$ cat config.mk
export PLATFORM = sky130hd
export DESIGN_NAME = color_keyframe_curve_sampler
export DESIGN_NICKNAME = d
export VERILOG_FILES = /design/src/sv/ckcs_pkg.sv /design/src/sv/color_keyframe_curve_sampler.sv /design/src/sv/ckcs_ram.sv /design/src/sv/ckcs_div.sv /design/src/sv/ckcs_lerp.sv
export SDC_FILE = /design/constraint.sdc
export NUM_CORES = 2
export LEC_CHECK = 0
export BUFFER_PORTS_ARGS = -buffer_cell sky130_fd_sc_hd__buf_4
export CAP_MARGIN = 10
export CORE_ASPECT_RATIO = 1.75
export CORE_MARGIN = 4
export CORE_UTILIZATION = 35
export CTS_CLUSTER_SIZE = 16
export DETAILED_ROUTE_END_ITERATION = 7
export PLACE_DENSITY = 0.62
export SLEW_MARGIN = 20
export SYNTH_ARGS = -nofsm -noshare
export SYNTH_HDL_FRONTEND = slang
export SYNTH_SLANG_ARGS = --single-unit
$ cat constraint.sdc
create_clock -name clk -period 9.95 [get_ports clk]
set_input_delay 0.995 -clock clk [delete_from_list [all_inputs] [get_ports clk]]
set_output_delay 0.995 -clock clk [all_outputs]
set_load 0.005 [all_outputs]
$ cat src/sv/ckcs_pkg.sv
// Shared constants, types and helpers for the color keyframe curve sampler.
package ckcs_pkg;

	localparam int POS_W     = 17;
	localparam int SPOS_W    = 18;
	localparam int CHAN_W    = 16;
	localparam int NCHAN     = 3;
	localparam int COLOR_W   = NCHAN * CHAN_W;
	localparam int KIDX_W    = 3;
	localparam int CNT_W     = 4;
	localparam int QUO_W     = 17;
	localparam int MAX_KEYS_DEF = 8;

	localparam int IN_BITS   = KIDX_W + POS_W + NCHAN * CHAN_W + SPOS_W;
	localparam int IN_DATA_W = ((IN_BITS + 7) / 8) * 8;
	localparam int OUT_DATA_W = ((COLOR_W + 7) / 8) * 8;

	localparam logic [POS_W-1:0]  ONE_POS = 17'h10000;
	localparam logic [CHAN_W-1:0] WHITE_Q412 = 16'h1000;

	localparam logic KIND_WRITE  = 1'b0;
	localparam logic KIND_SAMPLE = 1'b1;

	typedef logic [POS_W-1:0]   pos_t;
	typedef logic [CHAN_W-1:0]  chan_t;
	typedef logic [COLOR_W-1:0] color_t;
	typedef logic [QUO_W-1:0]   quo_t;

	// Table layout: red in the top channel, blue in the bottom one.
	function automatic chan_t chan_of(input color_t c, input int ch);
		chan_t r;
		r = c[COLOR_W - 1 - ch * CHAN_W -: CHAN_W];
		return r;
	endfunction

endpackage

$ cat src/sv/color_keyframe_curve_sampler.sv
// Flow: a keypoint write goes into both tables at its beat; a sample runs the segment search,
// which passes over 0 .. key_count-2 table slots, then the divide and the lerp, and raises tvalid.
// The search reads one keypoint per cycle; the quotient and the lerp each run 17 bit steps.
// An empty curve goes straight to S_OUT; an end hit goes to S_OUT from S_RD0 or S_RDL.
// Throughput: one item in work at a time; s_axis_tready rises again together with tvalid.
// Reset (arst_n low, asynchronous) clears key_count and all control state; tables are not cleared.
module color_keyframe_curve_sampler
	import ckcs_pkg::*;
#(
	parameter int MAX_KEYS = MAX_KEYS_DEF
) (
	input  logic                  clk,
	input  logic                  arst_n,
	// Input stream, one beat is one item.
	input  logic                  s_axis_tvalid,
	output logic                  s_axis_tready,
	// From bit 0: key_index[3], key_pos[17], key_red[16], key_green[16],
	// key_blue[16], sample_pos[18], two zero bits.
	input  logic [IN_DATA_W-1:0]  s_axis_tdata,
	// Bit 0: kind (0 writes a keypoint, 1 samples the curve).
	input  logic [0:0]            s_axis_tuser,
	// Result stream, one beat per sample.
	output logic                  m_axis_tvalid,
	input  logic                  m_axis_tready,
	// From bit 0: red_out[16], green_out[16], blue_out[16].
	output logic [OUT_DATA_W-1:0] m_axis_tdata,
	// key_count register write channel.
	input  logic                  cfg_valid,
	output logic                  cfg_ready,
	input  logic [CNT_W-1:0]      cfg_data
);

	localparam int IW = $clog2(MAX_KEYS);
	localparam int CW = (IW + 1 > CNT_W) ? IW + 1 : CNT_W;
	// One bit above both the slot field and the table index, so that the table
	// size itself fits for the range check.
	localparam int SW = ((IW > KIDX_W) ? IW : KIDX_W) + 1;

	localparam logic [2:0] S_IDLE = 3'd0;
	localparam logic [2:0] S_RD0  = 3'd1;
	localparam logic [2:0] S_RDL  = 3'd2;
	localparam logic [2:0] S_SCAN = 3'd3;
	localparam logic [2:0] S_DIV  = 3'd4;
	localparam logic [2:0] S_LERP = 3'd5;
	localparam logic [2:0] S_OUT  = 3'd6;

	// Unpacked input fields.
	logic [KIDX_W-1:0]        key_index;
	pos_t                     key_pos;
	chan_t                    key_red, key_green, key_blue;
	logic signed [SPOS_W-1:0] sample_pos;
	logic                     kind;

	assign key_index  = s_axis_tdata[KIDX_W-1:0];
	assign key_pos    = s_axis_tdata[KIDX_W +: POS_W];
	assign key_red    = s_axis_tdata[KIDX_W + POS_W +: CHAN_W];
	assign key_green  = s_axis_tdata[KIDX_W + POS_W + CHAN_W +: CHAN_W];
	assign key_blue   = s_axis_tdata[KIDX_W + POS_W + 2 * CHAN_W +: CHAN_W];
	assign sample_pos = s_axis_tdata[KIDX_W + POS_W + 3 * CHAN_W +: SPOS_W];
	assign kind       = s_axis_tuser[0];

	logic [2:0]       state_q;
	logic [CNT_W-1:0] key_count_q;
	pos_t             t_q, pa_q;
	color_t           ca_q, cb_q, res_q;
	logic [IW-1:0]    idx_q;
	logic             m_valid_q;
	logic [OUT_DATA_W-1:0] m_data_q;

	logic             in_beat;
	logic [IW-1:0]    last_idx;
	logic [CW-1:0]    count_ext;
	logic [SW-1:0]    slot_ext;
	logic             wr_en;
	pos_t             wr_pos;
	logic [IW-1:0]    rd_addr;
	pos_t             pos_rdata;
	color_t           color_rdata;
	pos_t             t_clamp;
	logic             scan_hit;
	logic [POS_W:0]   span_full;
	pos_t             span;
	pos_t             diff;
	logic             div_done;
	quo_t             quo;
	logic             lerp_done;
	color_t           lerp_color;
	logic             out_free;

	assign s_axis_tready = (state_q == S_IDLE);
	assign in_beat       = s_axis_tvalid && s_axis_tready;
	assign cfg_ready     = 1'b1;
	assign m_axis_tvalid = m_valid_q;
	assign m_axis_tdata  = m_data_q;
	assign out_free      = !m_valid_q || m_axis_tready;

	// A count beyond the table size acts as the table size.
	assign count_ext = CW'(key_count_q);
	assign last_idx  = (count_ext > CW'(MAX_KEYS)) ? IW'(MAX_KEYS - 1) :
	                   IW'(count_ext - CW'(1));

	// Keypoint writes go straight into both tables; slots past the table are dropped.
	assign slot_ext = SW'(key_index);
	assign wr_en    = in_beat && (kind == KIND_WRITE) && (slot_ext < SW'(MAX_KEYS));
	assign wr_pos   = (key_pos > ONE_POS) ? ONE_POS : key_pos;

	// The sample position is clamped to the range zero to one.
	always_comb begin
		if (sample_pos < 0) begin
			t_clamp = '0;
		end else if (sample_pos > $signed({1'b0, ONE_POS})) begin
			t_clamp = ONE_POS;
		end else begin
			t_clamp = sample_pos[POS_W-1:0];
		end
	end

	// Read address for the data that arrives in the next state.
	always_comb begin
		case (state_q)
			S_IDLE:  rd_addr = '0;
			S_RD0:   rd_addr = last_idx;
			S_RDL:   rd_addr = IW'(1);
			S_SCAN:  rd_addr = idx_q + IW'(1);
			default: rd_addr = '0;
		endcase
	end

	ckcs_ram #(.WIDTH(POS_W), .DEPTH(MAX_KEYS)) u_pos_ram (
		.clk   (clk),
		.we    (wr_en),
		.waddr (slot_ext[IW-1:0]),
		.wdata (wr_pos),
		.raddr (rd_addr),
		.rdata (pos_rdata)
	);

	ckcs_ram #(.WIDTH(COLOR_W), .DEPTH(MAX_KEYS)) u_color_ram (
		.clk   (clk),
		.we    (wr_en),
		.waddr (slot_ext[IW-1:0]),
		.wdata ({key_red, key_green, key_blue}),
		.raddr (rd_addr),
		.rdata (color_rdata)
	);

	// The segment ends at the first keypoint at or after the position. The
	// span is clamped to one so that an unsorted table still divides.
	assign scan_hit  = (state_q == S_SCAN) && (t_q <= pos_rdata);
	assign span_full = {1'b0, pos_rdata} - {1'b0, pa_q};
	assign span      = (span_full[POS_W] || (span_full == '0)) ? POS_W'(1) : span_full[POS_W-1:0];
	assign diff      = t_q - pa_q;

	ckcs_div u_div (
		.clk    (clk),
		.arst_n (arst_n),
		.start  (scan_hit),
		.diff   (diff),
		.span   (span),
		.done   (div_done),
		.quo    (quo)
	);

	ckcs_lerp u_lerp (
		.clk    (clk),
		.arst_n (arst_n),
		.start  (div_done),
		.ca     (ca_q),
		.cb     (cb_q),
		.u      (quo),
		.done   (lerp_done),
		.color  (lerp_color)
	);

	always_ff @(posedge clk or negedge arst_n) begin
		if (!arst_n) begin
			state_q     <= S_IDLE;
			key_count_q <= '0;
			m_valid_q   <= 1'b0;
		end else begin
			if (cfg_valid && cfg_ready) begin
				key_count_q <= cfg_data;
			end
			if (state_q == S_OUT && out_free) begin
				m_valid_q <= 1'b1;
			end else if (m_axis_tready) begin
				m_valid_q <= 1'b0;
			end
			case (state_q)
				S_IDLE: begin
					if (in_beat && kind == KIND_SAMPLE) begin
						state_q <= (key_count_q == '0) ? S_OUT : S_RD0;
					end
				end
				S_RD0: begin
					state_q <= (t_q <= pos_rdata) ? S_OUT : S_RDL;
				end
				S_RDL: begin
					state_q <= (t_q >= pos_rdata) ? S_OUT : S_SCAN;
				end
				S_SCAN: begin
					if (scan_hit) begin
						state_q <= S_DIV;
					end
				end
				S_DIV: begin
					if (div_done) begin
						state_q <= S_LERP;
					end
				end
				S_LERP: begin
					if (lerp_done) begin
						state_q <= S_OUT;
					end
				end
				S_OUT: begin
					if (out_free) begin
						state_q <= S_IDLE;
					end
				end
				default: begin
					state_q <= S_IDLE;
				end
			endcase
		end
	end

	// Datapath registers.
	always_ff @(posedge clk) begin
		case (state_q)
			S_IDLE: begin
				t_q   <= t_clamp;
				res_q <= {WHITE_Q412, WHITE_Q412, WHITE_Q412};
			end
			S_RD0: begin
				pa_q  <= pos_rdata;
				ca_q  <= color_rdata;
				res_q <= color_rdata;
			end
			S_RDL: begin
				res_q <= color_rdata;
				idx_q <= IW'(1);
			end
			S_SCAN: begin
				if (scan_hit) begin
					cb_q <= color_rdata;
				end else begin
					pa_q  <= pos_rdata;
					ca_q  <= color_rdata;
					idx_q <= idx_q + IW'(1);
				end
			end
			S_LERP: begin
				if (lerp_done) begin
					res_q <= lerp_color;
				end
			end
			S_OUT: begin
				if (out_free) begin
					m_data_q <= OUT_DATA_W'({chan_of(res_q, 2), chan_of(res_q, 1),
					                         chan_of(res_q, 0)});
				end
			end
			default: begin
			end
		endcase
	end

endmodule

$ cat src/sv/ckcs_ram.sv
// Generic single-write, single-read RAM with registered read data.
module ckcs_ram #(
	parameter int WIDTH = 8,
	parameter int DEPTH = 8
) (
	input  logic                     clk,
	input  logic                     we,
	input  logic [$clog2(DEPTH)-1:0] waddr,
	input  logic [WIDTH-1:0]         wdata,
	input  logic [$clog2(DEPTH)-1:0] raddr,
	output logic [WIDTH-1:0]         rdata
);

	logic [WIDTH-1:0] mem_q [DEPTH];
	logic [WIDTH-1:0] rdata_q;

	always_ff @(posedge clk) begin
		if (we) begin
			mem_q[waddr] <= wdata;
		end
		rdata_q <= mem_q[raddr];
	end

	assign rdata = rdata_q;

endmodule

$ cat src/sv/ckcs_div.sv
// Restoring divider, one quotient bit per cycle: quo = floor(diff * 2^16 / span).
module ckcs_div
	import ckcs_pkg::*;
(
	input  logic clk,
	input  logic arst_n,
	input  logic start,
	input  pos_t diff,
	input  pos_t span,
	output logic done,
	output quo_t quo
);

	logic [POS_W:0]   rem_q;
	pos_t             den_q;
	quo_t             quo_q;
	logic [4:0]       cnt_q;
	logic             busy_q;
	logic             done_q;
	logic [POS_W:0]   trial;
	logic             ge;

	// The first step compares the plain dividend; the integer bit is set only
	// when diff is at least span. Each later step shifts in one zero bit.
	always_comb begin
		trial = (cnt_q == 5'd0) ? rem_q : {rem_q[POS_W-1:0], 1'b0};
		ge    = trial >= {1'b0, den_q};
	end

	always_ff @(posedge clk or negedge arst_n) begin
		if (!arst_n) begin
			busy_q <= 1'b0;
			done_q <= 1'b0;
			cnt_q  <= '0;
		end else begin
			done_q <= 1'b0;
			if (start) begin
				busy_q <= 1'b1;
				cnt_q  <= '0;
			end else if (busy_q) begin
				cnt_q <= cnt_q + 5'd1;
				if (cnt_q == 5'(QUO_W - 1)) begin
					busy_q <= 1'b0;
					done_q <= 1'b1;
				end
			end
		end
	end

	always_ff @(posedge clk) begin
		if (start) begin
			rem_q <= {1'b0, diff};
			den_q <= span;
			quo_q <= '0;
		end else if (busy_q) begin
			rem_q <= ge ? (trial - {1'b0, den_q}) : trial;
			quo_q <= {quo_q[QUO_W-2:0], ge};
		end
	end

	assign done = done_q;
	assign quo  = quo_q;

endmodule

$ cat src/sv/ckcs_lerp.sv
// Bit-serial lerp of three channels: ca + floor((cb - ca) * u / 2^16), LSB of u first.
module ckcs_lerp
	import ckcs_pkg::*;
(
	input  logic   clk,
	input  logic   arst_n,
	input  logic   start,
	input  color_t ca,
	input  color_t cb,
	input  quo_t   u,
	output logic   done,
	output color_t color
);

	logic signed [CHAN_W:0]   d_q   [NCHAN];
	logic signed [CHAN_W+1:0] acc_q [NCHAN];
	chan_t                    ca_q  [NCHAN];
	quo_t                     u_q;
	logic [4:0]               cnt_q;
	logic                     busy_q;
	logic                     done_q;
	logic signed [CHAN_W+1:0] sum   [NCHAN];

	always_comb begin
		for (int c = 0; c < NCHAN; c++) begin
			sum[c] = acc_q[c] + (u_q[0] ? {d_q[c][CHAN_W], d_q[c]} : '0);
		end
	end

	always_ff @(posedge clk or negedge arst_n) begin
		if (!arst_n) begin
			busy_q <= 1'b0;
			done_q <= 1'b0;
			cnt_q  <= '0;
		end else begin
			done_q <= 1'b0;
			if (start) begin
				busy_q <= 1'b1;
				cnt_q  <= '0;
			end else if (busy_q) begin
				cnt_q <= cnt_q + 5'd1;
				if (cnt_q == 5'(QUO_W - 1)) begin
					busy_q <= 1'b0;
					done_q <= 1'b1;
				end
			end
		end
	end

	// The fraction bits are shifted out with a floor at each step, which
	// composes to one floor of the whole product. The integer bit of u adds
	// the full delta without a shift.
	always_ff @(posedge clk) begin
		if (start) begin
			u_q <= u;
			for (int c = 0; c < NCHAN; c++) begin
				ca_q[c]  <= chan_of(ca, c);
				d_q[c]   <= $signed({1'b0, chan_of(cb, c)}) - $signed({1'b0, chan_of(ca, c)});
				acc_q[c] <= '0;
			end
		end else if (busy_q) begin
			u_q <= {1'b0, u_q[QUO_W-1:1]};
			for (int c = 0; c < NCHAN; c++) begin
				acc_q[c] <= (cnt_q == 5'(QUO_W - 1)) ? sum[c] : (sum[c] >>> 1);
			end
		end
	end

	always_comb begin
		logic [CHAN_W+1:0] r;
		color = '0;
		for (int c = 0; c < NCHAN; c++) begin
			r = {2'b00, ca_q[c]} + acc_q[c];
			color[COLOR_W - 1 - c * CHAN_W -: CHAN_W] = r[CHAN_W-1:0];
		end
	end

	assign done = done_q;

endmodule

==> qor.txt <==
Hold Path Class: in -> async
First-pass GRT wire length: 173,000 um
Synth warn: 0
Die Y: 497 um
Total track usage: 15.5%
Fill cells: 12,786
Core Area: 136,000 um^2
GRT met2 Usage: 27.7%
Max Buffers Root-to-Sink: 3
Mapped Cells: 3,778
Final min period: 4370 ps
Synth Flop Type: edfxtp_1
DP Worst Slack: 5510 ps
Status: finished clean
Layout net count: 4,229
Syn-to-layout area delta: 14.0%
Sequential cell area: 30,800 um^2
Boundary Pins: 149
Number of synthesized flops with an enable pin: 953
Crit end category: register
Peak supply drop: 0.000212 V
M3 GR Usage: 3.46%
Worst EP required: 10,410 ps
Post-synthesis cell type count: 81
Endpoints failing setup: 0
Proportion of layout cells with a drive suffix above 1: 10.7%
Setup TNS: 0 ps
Clock Latency Late Sink: 720 ps
DRT Pass-1 Iters: 5
Die W: 287 um
Synthesized area: 47,800 um^2
Root Driver: clkbuf_16
Clock Skew: 64.9 ps
Clock slew at reported path FFs: 70 ps
Worst slew pin tran: 1170 ps
PnR worst setup slack: 5580 ps
Fin. Hold Viols: 0
Via density: 5.16
Grt total ovfl: 0
Post-synth top area share: 59.9%
GP Congestion: 0.828
Vias in the first global route: 30,273
Area contributors post-synth: edfxtp_1 (60%), ha_1 (5.7%), nand2_1 (3.6%), dfxtp_1 (3.5%), o221ai_1 (2.4%)
Most common cell in the netlist: edfxtp_1
Max-cap viol count: 0
Post-synth top area cell: edfxtp_1
Port Buffers: 145
Drt initial violations: 1,766
Vias: 30,002
Initial antenna violation count: 28
DP HPWL: 72,600 um
Post_cts resized: 0
Ys async rst share: 2.08%
Largest net degree at the start of global routing: 124
WL final: 113,000 um
Routed WL per cell: 19.5 um
CTS Buf Count: 98
Die ar.: 143,000 um^2
Relative slew slack: 22.0%
CTS tree: done
Fin crit share: 43.9%
Crit Path Max Fanout: 26
Leakage power: 19.9 nW
CP arrival: 4830 ps
Top Usage Layer GRT: met2
Fmax: 229 MHz
Crit Path Category: reg -> reg
Post-route ant nets: 0
H-tree Lvls: 3
Clock sink count: 1,058
Syn Nets: 4,105
PD cells: 308 nW/um^2
RSZ-0062 raised after global routing: no
# rows: 179
Area of the multi-input gates: 15,800 um^2
Setup Fix Bufs, Post-CTS: 0
Sequential area share after synthesis: 64.5%
GR Layer Usage met1: 18.1%
Hold Buf Count CTS: 0
Starting Density: 35.2%
CP Launch Type: register
# DRC: 0
Synthesized flop and latch total: 1,058
Avg Cell Area, Syn: 12.6 um^2
Slew Limit Fails: 0
Commonest cells in the netlist: edfxtp_1 (953), nand2_1 (463), a21oi_1 (222)
==> path summary, 6_finish.rpt <==
kind | startpoint | endpoint | slack, ps | cells past startpoint
max reg2reg | u_div.cnt_q[0] | u_div.rem_q[16] | 5580 | 14
min reg2reg | res_q[13] | m_axis_tdata[45] | 380 | 0
min in group clk | res_q[13] | m_axis_tdata[45] | 380 | 0
max | u_div.cnt_q[0] | u_div.rem_q[16] | 5580 | 14
min | arst_n | u_lerp.cnt_q[4] | 200 | 1
max in group asynchronous | arst_n | u_div.done | 9440 | 1
==> metrics by stage <==
stage	instances	total power, mW	hold slack, ps	instance area [um^2]	util (%)
global placement	5612	12.8	401	51000	37.6
global route	5799	17.8	198	54400	40.1
CTS	5795	16.9	150	54400	40.1
finish	5809	16.8	198	54400	40.1
detailed placement	5612	12.9	405	51000	37.6
floorplan	3778	11.0	400	47800	-
==> cells by family (layout without fill, tap and decap cells) <==
logic type | after synthesis | count (layout) | synth area share (%)
xor+xnor | 165 | 165 | 3.03
other cells | 1 | 15 | 0.00785
simple gates | 1115 | 1115 | 10.8
compound gates | 809 | 809 | 11.2
fa+ha+maj | 229 | 229 | 6.19
buf+inv | 330 | 537 | 2.62
flops | 1058 | 1058 | 64.5
mux | 71 | 71 | 1.58
==> routing by layer <==
metal	wire [um]	part of all wire, %	vias up
met5	209	0.18	-
met4	3680	3.3	32
met3	6940	6.1	192
met2	57100	51	711
met1	45100	40	14709
li1	-	-	14358
==> where the power goes <==
group          switching (mW)  internal [mW]
sequential              0.497           6.01
combinational            3.89           2.38
clock                    1.72           2.26
==> cell type report <==
type | count | area share (%)
diodes | 14 | 0.0644
clock buffers | 119 | 4.67
clock inverters | 64 | 1.58
inverters | 166 | 1.14
multi-input cells | 2390 | 29.1
flip-flops and latches | 1058 | 56.6
well taps | 1810 | 4.16
repair buffers | 188 | 2.62
==> sequential cells by signal, summed over array words and instances (netlist names), 17 cells and up <==
register           count
ca_q                  48
u_div.quo             17
u_div.den_q           17
u_lerp.acc_q          54
res_q                 48
pa_q                  17
u_lerp.ca_q           48
u_color_ram.mem_q    384
u_color_ram.rdata     48
u_pos_ram.rdata       17
u_div.rem_q           18
t_q                   17
u_pos_ram.mem_q      136
u_lerp.d_q            51
cb_q                  48
m_axis_tdata          48
u_lerp.u_q            17
==> cells in the final DEF, fill, tap and decap left out, drive strengths merged, types with 14 or more instances in the layout <==
cell type and n:
a21oi 224, mux2 36, o21ai 127, nand2b 23, nor2b 56, and2 76, nand3 166, dfxtp 83
or3 20, o31ai 15, a211oi 37, clkinv 39, and3 16, inv 172, diode 14, nand4 21
ha 217, buf 188, nor2 178, xnor2 98, mux2i 35, xor2 67, clkbuf 119, nand2 463
a21o 74, dfrtp 22, nor3 57, a31oi 89, o21a 20, edfxtp 953, o221ai 131, bufinv 16
==> worst max-delay path: stages (launching register included) <==
cell     delay [ps]
dfrtp_1         420
inv_1            70
ha_1            160
nor4b_2         190
buf_4           330
mux2_2          390
ha_1            330
nor2b_1         160
o21ai_0         210
a21oi_1         150
o41ai_1         850
o31ai_4         100
buf_4           270
a211o_1         300
a22o_1          200
No activity file was read; power rests on OpenSTA's default activity.
